### config.mk
export PLATFORM = sky130hd
export DESIGN_NAME = fifo_task_scheduler_top
export DESIGN_NICKNAME = d
export VERILOG_FILES = /design/src/sv/fts_pkg.sv /design/src/sv/fts_useq.sv /design/src/sv/fifo_task_scheduler_top.sv
export SDC_FILE = /design/constraint.sdc
export NUM_CORES = 1
export LEC_CHECK = 0
export BUFFER_PORTS_ARGS = -buffer_cell sky130_fd_sc_hd__buf_2
export CORE_ASPECT_RATIO = 1.5
export CORE_MARGIN = 10
export CORE_UTILIZATION = 55
export CTS_BUF_LIST = sky130_fd_sc_hd__clkbuf_8
export DETAILED_ROUTE_END_ITERATION = 8
export PLACE_DENSITY_LB_ADDON = 0.12
export SLEW_MARGIN = 20
export SYNTH_ARGS = -nofsm -noshare
export SYNTH_HDL_FRONTEND = slang
export SYNTH_SLANG_ARGS = --single-unit
### constraint.sdc
create_clock -name clk_i -period 6.95 [get_ports clk_i]
set_input_delay 0.695 -clock clk_i [delete_from_list [all_inputs] [get_ports clk_i]]
set_output_delay 0.695 -clock clk_i [all_outputs]
set_load 0.1 [all_outputs]
### src/sv/fts_pkg.sv
`default_nettype none

package fts_pkg;

  localparam int NumTasks = 4;
  localparam int SlotW    = $clog2(NumTasks);
  localparam int TaskW    = 3;
  localparam int BurstW   = 8;
  localparam int CfgIdxW  = 3;
  localparam int PcW      = 3;

  localparam logic [1:0] StReady     = 2'd0;
  localparam logic [1:0] StRunning   = 2'd1;
  localparam logic [1:0] StSuspended = 2'd2;

  localparam logic [BurstW-1:0] BurstReset = BurstW'(3);

  localparam logic [PcW-1:0] PcIdle  = PcW'(0);
  localparam logic [PcW-1:0] PcWake  = PcW'(1);
  localparam logic [PcW-1:0] PcScan  = PcW'(2);
  localparam logic [PcW-1:0] PcServe = PcW'(3);
  localparam logic [PcW-1:0] PcEmit  = PcW'(4);

  typedef enum logic [2:0] {
    OP_IDLE,
    OP_WAKE,
    OP_SCAN,
    OP_SERVE,
    OP_EMIT
  } op_e;

  typedef enum logic [1:0] {
    C_NONE,
    C_WAIT_IN,
    C_SCAN_LOOP,
    C_OUT_BUSY
  } cond_e;

  typedef struct packed {
    op_e              op;
    cond_e            cond;
    logic [PcW-1:0]   target;
  } uword_t;

  typedef struct packed {
    logic fire;
    logic tick;
    logic scan_last;
    logic out_busy;
  } seq_cond_t;

  function automatic uword_t ucode(input logic [PcW-1:0] pc);
    uword_t w;
    w = '{op: OP_IDLE, cond: C_WAIT_IN, target: PcEmit};
    unique case (pc)
      PcIdle:  w = '{op: OP_IDLE,  cond: C_WAIT_IN,   target: PcEmit};
      PcWake:  w = '{op: OP_WAKE,  cond: C_NONE,      target: PcIdle};
      PcScan:  w = '{op: OP_SCAN,  cond: C_SCAN_LOOP, target: PcIdle};
      PcServe: w = '{op: OP_SERVE, cond: C_NONE,      target: PcIdle};
      PcEmit:  w = '{op: OP_EMIT,  cond: C_OUT_BUSY,  target: PcIdle};
      default: w = '{op: OP_IDLE,  cond: C_WAIT_IN,   target: PcEmit};
    endcase
    return w;
  endfunction

endpackage

`default_nettype wire

### src/sv/fts_useq.sv
`default_nettype none

module fts_useq (
  input  wire                 clk_i,
  input  wire                 rst_ni,
  input  fts_pkg::seq_cond_t  cond_i,
  output fts_pkg::op_e        op_o,
  output logic                at_idle_o
);
  import fts_pkg::*;

  logic [PcW-1:0] pc_q, pc_d, pc_inc;
  uword_t         uw;

  assign uw        = ucode(pc_q);
  assign op_o      = uw.op;
  assign at_idle_o = (pc_q == PcIdle);
  assign pc_inc    = pc_q + PcW'(1);

  always_comb begin
    pc_d = pc_inc;
    unique case (uw.cond)
      C_NONE:      pc_d = pc_inc;
      C_WAIT_IN: begin
        priority if (!cond_i.fire) pc_d = pc_q;
        else if (!cond_i.tick)     pc_d = uw.target;
        else                       pc_d = pc_inc;
      end
      C_SCAN_LOOP: pc_d = cond_i.scan_last ? pc_inc : pc_q;
      C_OUT_BUSY:  pc_d = cond_i.out_busy ? pc_q : uw.target;
      default:     pc_d = PcIdle;
    endcase
  end

  always_ff @(posedge clk_i or negedge rst_ni) begin
    if (!rst_ni) begin
      pc_q <= PcIdle;
    end else begin
      pc_q <= pc_d;
    end
  end

endmodule

`default_nettype wire

### src/sv/fifo_task_scheduler_top.sv
// Each item runs through the microprogram steps: a high tick item through accept, wake, four
// scan steps (one task per step), serve and emit; a low tick item through accept and emit.
// A new item is accepted only at the accept step, once the previous item has left the emit step.
// The result sits in an output register; a stalled result holds the emit step.
// Reset: all tasks ready, ready queue empty, run counter zero, every burst 3.
// The configuration port is always ready.
`default_nettype none

module fifo_task_scheduler_top (
  input  wire                          clk_i,
  input  wire                          rst_ni,
  input  wire                          in_valid_i,
  output logic                         in_ready_o,
  input  wire                          tick_i,
  output logic                         out_valid_o,
  input  wire                          out_ready_i,
  output logic                         active_o,
  output logic [fts_pkg::TaskW-1:0]    task_served_o,
  output logic [fts_pkg::BurstW-1:0]   elapsed_o,
  output logic                         finished_o,
  output logic [fts_pkg::TaskW-1:0]    queue_count_o,
  input  wire                          cfg_valid_i,
  output logic                         cfg_ready_o,
  input  wire  [fts_pkg::CfgIdxW-1:0]  cfg_index_i,
  input  wire  [fts_pkg::BurstW-1:0]   cfg_data_i
);
  import fts_pkg::*;

  logic [BurstW-1:0] burst_q [NumTasks];
  logic [TaskW-1:0]  queue_q [NumTasks];
  logic [1:0]        status_q [NumTasks];
  logic [TaskW-1:0]  fill_q;
  logic [BurstW-1:0] ctr_q;
  logic [SlotW-1:0]  idx_q;

  logic              res_act_q, res_fin_q;
  logic [TaskW-1:0]  res_id_q;
  logic [BurstW-1:0] res_elap_q;

  logic              out_valid_q;
  logic              out_act_q, out_fin_q;
  logic [TaskW-1:0]  out_id_q, out_cnt_q;
  logic [BurstW-1:0] out_elap_q;

  op_e               op;
  logic              at_idle;
  seq_cond_t         cond;
  logic              fire, out_busy;

  logic [TaskW-1:0]  scan_id;
  logic              scan_in_q, scan_add;
  logic [TaskW-1:0]  head_id;
  logic [SlotW-1:0]  head_t;

  assign in_ready_o  = at_idle;
  assign fire        = in_valid_i && at_idle;
  assign out_busy    = out_valid_q && !out_ready_i;
  assign cfg_ready_o = 1'b1;

  assign cond = '{fire: fire, tick: tick_i,
                  scan_last: (idx_q == SlotW'(NumTasks - 1)), out_busy: out_busy};

  fts_useq u_useq (
    .clk_i     (clk_i),
    .rst_ni    (rst_ni),
    .cond_i    (cond),
    .op_o      (op),
    .at_idle_o (at_idle)
  );

  assign scan_id = TaskW'(idx_q) + TaskW'(1);
  always_comb begin
    scan_in_q = 1'b0;
    for (int k = 0; k < NumTasks; k++) begin
      if ((TaskW'(k) < fill_q) && (queue_q[k] == scan_id)) scan_in_q = 1'b1;
    end
  end
  assign scan_add = (status_q[idx_q] == StReady) && !scan_in_q
                    && (fill_q < TaskW'(NumTasks));

  assign head_id = queue_q[0];
  assign head_t  = head_id[SlotW-1:0] - SlotW'(1);

  always_ff @(posedge clk_i or negedge rst_ni) begin
    if (!rst_ni) begin
      for (int i = 0; i < NumTasks; i++) begin
        burst_q[i]  <= BurstReset;
        queue_q[i]  <= '0;
        status_q[i] <= StReady;
      end
      fill_q      <= '0;
      ctr_q       <= '0;
      idx_q       <= '0;
      out_valid_q <= 1'b0;
    end else begin
      if (cfg_valid_i && (cfg_index_i < CfgIdxW'(NumTasks))) begin
        burst_q[cfg_index_i[SlotW-1:0]] <= cfg_data_i;
      end
      if (out_valid_q && out_ready_i && (op != OP_EMIT)) out_valid_q <= 1'b0;

      unique case (op)
        OP_IDLE: ;
        OP_WAKE: begin
          for (int i = 0; i < NumTasks; i++) begin
            if (status_q[i] == StSuspended) status_q[i] <= StReady;
          end
          idx_q <= '0;
        end
        OP_SCAN: begin
          if (scan_add) begin
            queue_q[fill_q[SlotW-1:0]] <= scan_id;
            fill_q <= fill_q + TaskW'(1);
          end
          idx_q <= idx_q + SlotW'(1);
        end
        OP_SERVE: begin
          if (fill_q != '0) begin
            if (ctr_q <= burst_q[head_t]) begin
              status_q[head_t] <= StRunning;
              ctr_q <= ctr_q + BurstW'(1);
            end else begin
              status_q[head_t] <= StSuspended;
              ctr_q <= '0;
              for (int i = 0; i < NumTasks - 1; i++) queue_q[i] <= queue_q[i+1];
              queue_q[NumTasks-1] <= '0;
              fill_q <= fill_q - TaskW'(1);
            end
          end
        end
        OP_EMIT: begin
          if (!out_busy) out_valid_q <= 1'b1;
        end
        default: ;
      endcase
    end
  end

  // result working registers and output register: payload only
  always_ff @(posedge clk_i) begin
    if (fire) begin
      res_act_q  <= 1'b0;
      res_fin_q  <= 1'b0;
      res_id_q   <= '0;
      res_elap_q <= '0;
    end
    if ((op == OP_SERVE) && (fill_q != '0)) begin
      res_act_q  <= 1'b1;
      res_id_q   <= head_id;
      res_elap_q <= ctr_q;
      res_fin_q  <= !(ctr_q <= burst_q[head_t]);
    end
    if ((op == OP_EMIT) && !out_busy) begin
      out_act_q  <= res_act_q;
      out_id_q   <= res_id_q;
      out_elap_q <= res_elap_q;
      out_fin_q  <= res_fin_q;
      out_cnt_q  <= fill_q;
    end
  end

  assign out_valid_o   = out_valid_q;
  assign active_o      = out_act_q;
  assign task_served_o = out_id_q;
  assign elapsed_o     = out_elap_q;
  assign finished_o    = out_fin_q;
  assign queue_count_o = out_cnt_q;

endmodule

`default_nettype wire

-- Yosys cells after proc, flatten, opt, wreduce, memory -nomap -nowiden
Index checks and enable logic that the tools add are counted.
- add/subtract/negate cells: 7
- order comparisons: 14
- eq/ne operators: 31
- mux-type cells: 50
- bitwise logic cells: 10
- reductions and logical operators: 35
- operators with widths (operator ; number):
    8-bit 2-to-1 mux ; 8
    12-bit 2-to-1 mux ; 3
    32-bit bitwise mux ; 1
    8-bit one-hot mux with 4 select lines ; 1
    3-bit 2-to-1 mux ; 10
    12-bit one-hot mux with 2 select lines ; 1
    8-bit binary-select mux with 2-bit select ; 1
    8-bit demux with 2-bit select ; 1
    1-bit logical AND ; 16
    2-bit != test (second input constant) ; 8
    8-bit one-hot mux with 2 select lines ; 1
    3-bit AND reduction ; 5
    2-bit == test (second input constant) ; 7
    2-bit 2-to-1 mux ; 7
    12-bit bitwise mux ; 1
    3-bit by 2-bit == test with 1-bit output (second input constant) ; 4
    3-bit == test ; 4
    3-bit >= comparator (second input constant) ; 4
    2-bit NOT with 3-bit output ; 4
    3-bit one-hot mux with 4 select lines ; 1
    3-bit by 1-bit less-than comparator with 1-bit output (second input constant) ; 3
    1-bit 2-to-1 mux ; 9
    8-bit by 1-bit adder with 8-bit output (second input constant) ; 1
    4-bit bitwise AND ; 2
    28 further kinds ; 44
- flip-flop bits (word level): 98
- input bits: 17
- output and inout bits: 19
- word-level logic and storage cells: 173

-- Logic depth before layout (Yosys ltp)
- word-level depth: 12
- gate-level depth with buffers: 15
- mapped depth without buffers: 12

-- Hierarchy
From an unflattened synthesis, not the netlist that was laid out.
- cells, all modules: 393
- area, all modules: 4902.2 um^2
- by module, submodules not included (module ; instances ; cells an instance ; area an instance (um^2) ; sequential area each (um^2)):
    fifo_task_scheduler_top ; 1 ; 357 ; 4579.4 ; 2522.4
    fts_useq ; 1 ; 36 ; 322.8 ; 75.1

-- Worst setup path before layout
No wires, ideal clock.
- kind: reg-to-reg
- from: register queue_q (netlist bit head_id[0])
- to: register queue_q (netlist bit head_id[2])
- setup time: 0.118 ns
- arrival time: 3.484 ns
- data required time: 6.832 ns
- setup slack: 3.348 ns
- stages on the path, launching flop included: 16
- path buffers: 3
- period minus slack after synthesis: 3.602 ns
- cell sequence: dfrtp_1 > buf_1 > inv_1 > ha_1 > clkbuf_1 > mux4_2 > inv_1 > ha_1 > a211oi_1 > nor2_1 > o311a_1 > nand2_1 > inv_1 > buf_2 > o22a_1 > o2bb2a_4
- cells in the longest elaborated chain, start to end: 11
- elaborated cells between the ends (all ways): 18
- those cells by class: add/sub (1); order compare (1); eq/ne (3); mux (7); bitwise (1); reduce/logical (5)
- RTL lines (item ; line ; RTL):
    start, declared ; fifo_task_scheduler_top.sv:30 ; logic [TaskW-1:0] queue_q [NumTasks];
    start signal, assigned by index ; fifo_task_scheduler_top.sv:111 ; queue_q[fill_q[SlotW-1:0]] <= scan_id;
    branches (longest 10 deep; another with 8-bit <= comparator) ; - ;
    4-bit AND reduction (no source line) (*) ; - ;
Mark *: on every way between the ends. The select of a mux whose other input is x is not followed.
A chain may end at the register's enable or synchronous reset.

-- Worst setup path in the final report
- from: register queue_q (netlist bit head_id[0])
- to: register queue_q[8] (netlist name)
The elaborated chain is that of the path after synthesis.

==> summary.md <==
| Metric | Value |
|---|---|
| Sequential fraction of the synthesis area | 54.86% |
| Wire per inst | 17.26 um |
| Count of pins over their slew limit | 0 |
| Worst Max-Slew Pin Slew | 1.007 ns |
| Die X | 95.76 um |
| Crit start category | flip-flop |
| Via count | 2996 |
| Final instance area | 5201 um^2 |
| Required time of the critical path | 7.26 ns |
| Worst IR Drop VDD | 0.1500 mV |
| Top-count cell post-synth | dfrtp_1 |
| Gate power share | 8.7% |
| Mapped cell area | 4735 um^2 |
| Slew headroom | 32.69% |
| Final worst-path cycle share | 54.07% |
| Input/output buffers | 34 |
| Max Root-Sink Buffers | 2 |
| Hold wc startpoint | res_elap_q[6] |
| Syn_area_per_cell | 12.73 um^2 |
| Worst Path Arrival | 4.07 ns |
| Pre-Repair DR Iteration Count | 4 |
| GRT overflow | 0 |
| Top cells by area, synth | dfrtp_1, edfxtp_1, mux2_2, ha_1, dfstp_2 |
| Setup TNS | 0 ns |
| RR Startpoint | head_id[0] |
| Internal power | 0.8339 mW |
| RSZ-0062 raised after global routing | false |
| Number of global-route vias before repair | 3125 |
| First-pass GRT wire length | 15.23 mm |
| Die outline area | 12800 um^2 |
| Nets | 449 |
| HPWL after DPL | 6.737 mm |
| Min Tclk post-route | 3.758 ns |
| WHS | 0.4278 ns |
| Setup violators final | 0 |
| Clock power share | 31.6% |
| Htree depth | 3 |
| Post-synth cell types | 57 |
| Mapped Cells | 372 |
| CTS resizes | 0 |
| Share of async-settable or async-resettable flops after synthesis | 70.41% |
| Core area | 8413 um^2 |
| Kind of critical path | reg -> reg |
| Power share of the sequential group | 59.8% |
| EDFF count, synth | 28 |
| Clock-pin slew on the worst setup and hold paths | 0.10 ns |
| P_sw | 0.2688 mW |
| Reg2Reg Depth | 12 |
| Top FF cell, synth | dfrtp_1 |
| Std cell rows | 41 |
| Worst flop-to-flop path endpoint | queue_q[8] |
| Synthesized net count | 413 |
| Ant. Diodes | 0 |
| CTS root buf | clkbuf_8 |
| R2R Setup Slk | 3.19 ns |
| Hold violation count in the final report | 0 |
| Final cell count without fillers | 520 |
| Run status | complete, no violations |
| Layout cells sized above 1 | 26.63% |
| Count of state elements after synthesis | 98 |
| Gr usage total | 14.86% |
| Chip height | 133.6 um |
| Net Sw Frac | 24.38% |
| CTS tree | yes |
| I/O Pins | 36 |
| Post-layout util | 61.82% |
| Crit. End Element | flip-flop |
| Placed cell count | 504 |
| Routed wire length | 8.974 mm |
| Starting DRT DRC Count | 149 |
| Clock sink count | 98 |
| Vias per cell | 5.762 |
| Pin count of the biggest net entering global routing | 70 |
| Share of the synthesized area in the top cell type | 32.24% |
| Clk_lat worst skew | 0.36 ns |
| FMAX | 266.1 MHz |
| Area growth syn-to-layout | 9.857% |
| Starting Density | 56.28% |
| Lkg Pwr | 2.182 nW |
| Hold Buf Count CTS | 0 |
| DRC | 0 |
| CTS Buf Count | 9 |
| # Post-CTS Setup Buffers | 0 |
| Crit Path Max Fanout | 13 |
| Origin of the worst setup path | head_id[0] |
| Antenna-violating nets left | 0 |
| Placed Area | 5010 um^2 |
| Critical Path Sink | queue_q[8] |
| Pwr dens | 212.0 nW/um^2 |
| Synth warn | 0 |
| Routability cong. | 0.8194 |
| Synth area leader | dfrtp_1 |
| Post-synth top cells | dfrtp_1, mux2_2, edfxtp_1 |
| Clock Skews | 0.007929 ns |
| Max-Cap Viols | 0 |
| Initial antenna violation count | 0 |
| HP Class | reg -> reg |
## flip-flops by register name, indices dropped and copies added (netlist names)
signal         count
elapsed_o          8
u_useq.pc_q        3
queue_q            9
queue_count_o      3
status_q           8
ctr_q              8
head_id            3
res_id_q           3
burst_q           32
fill_q             3
idx_q              2
res_elap_q         8
res_act_q          1
active_o           1
res_fin_q          1
task_served_o      3
out_valid_o        1
finished_o         1
## through the flow
step | total power, mW | setup WS, ns
4_1_cts | 1.118 | 3.145
2_1_floorplan | 0.7337 | 3.348
3_5_place_dp | 0.7697 | 3.171
3_3_place_gp | 0.7645 | 3.311
6_report | 1.103 | 3.192
5_1_grt | 1.158 | 2.866
## cell families (layout without fill, tap and decap cells)
group / after synthesis / after routing / synth area share (%)
AOI/OAI and AO/OA: 72 / 72 / 10.99
other: 1 / 1 / 0.07921
muxes: 43 / 43 / 12.05
DFF: 98 / 98 / 54.86
buffers and inverters: 38 / 79 / 3.541
and+or+nand+nor: 81 / 81 / 9.356
xor gates and xnor gates: 15 / 15 / 2.775
adders and majority gates: 24 / 24 / 6.343
## cells in the final DEF (no fill, tap or decap), drive strengths merged, types with 3 or more instances in the layout
master and count:
o2bb2ai 4, nand2b 5, dfstp 8, xor2 10, mux4 8, edfxtp 28, nand2 16, nor2 20
o2bb2a 3, a2bb2oi 6, o22a 3, o21ai 15, nor2b 3, mux2 32, xnor2 5, nand3 8
inv 29, buf 39, o22ai 13, nor3 5, dfrtp 61, clkbuf 9, and2 9, a21oi 12
ha 24, mux2i 3
## metal layers
layer	track usage, %	share of wire [%]
met1	17.84	42
met2	25.34	53
met3	2.812	4.3
met4	5.510	0.91
met5	0	0
## area by class of cell
cell class,count,area (um^2)
inverters,24,90.09
repair buffers,39,207.7
multi-input cells,236,1981
well taps,107,133.9
flip-flops and latches,98,2597
fillers,691,3212
clock inverters,7,67.56
clock buffers,9,123.9
## power by group through the flow
| stage | combinational [mW] | sequential, mW | clock, mW |
|---|---|---|---|
| after detailed placement | 0.0982 | 0.672 | 0 |
| after floorplan | 0.0720 | 0.662 | 0 |
| final | 0.0956 | 0.659 | 0.348 |
| after CTS | 0.0983 | 0.660 | 0.360 |
| after global routing | 0.109 | 0.665 | 0.384 |
| after global placement | 0.0945 | 0.670 | 0 |
## worst min path at each step
stage	end	cells past startpoint	slack [ns]
floorplan	burst_q[10]	0	0.40
global placement	elapsed_o[4]	0	0.40
detailed placement	elapsed_o[5]	0	0.40
CTS	elapsed_o[5]	0	0.43
global route	elapsed_o[1]	0	0.44
finish	elapsed_o[6]	0	0.43
## critical path, cell delays in order, from the launching register on
cell,delay [ns]
dfrtp_1,0.77
inv_1,0.18
ha_1,0.54
mux4_2,0.36
inv_1,0.07
ha_1,0.23
a211oi_1,0.21
nor2_1,0.10
o311a_1,0.29
nand2_1,0.09
inv_1,0.21
or2_4,0.40
o2bb2a_1,0.26
Note: power is estimated with default switching activity, not from simulation.
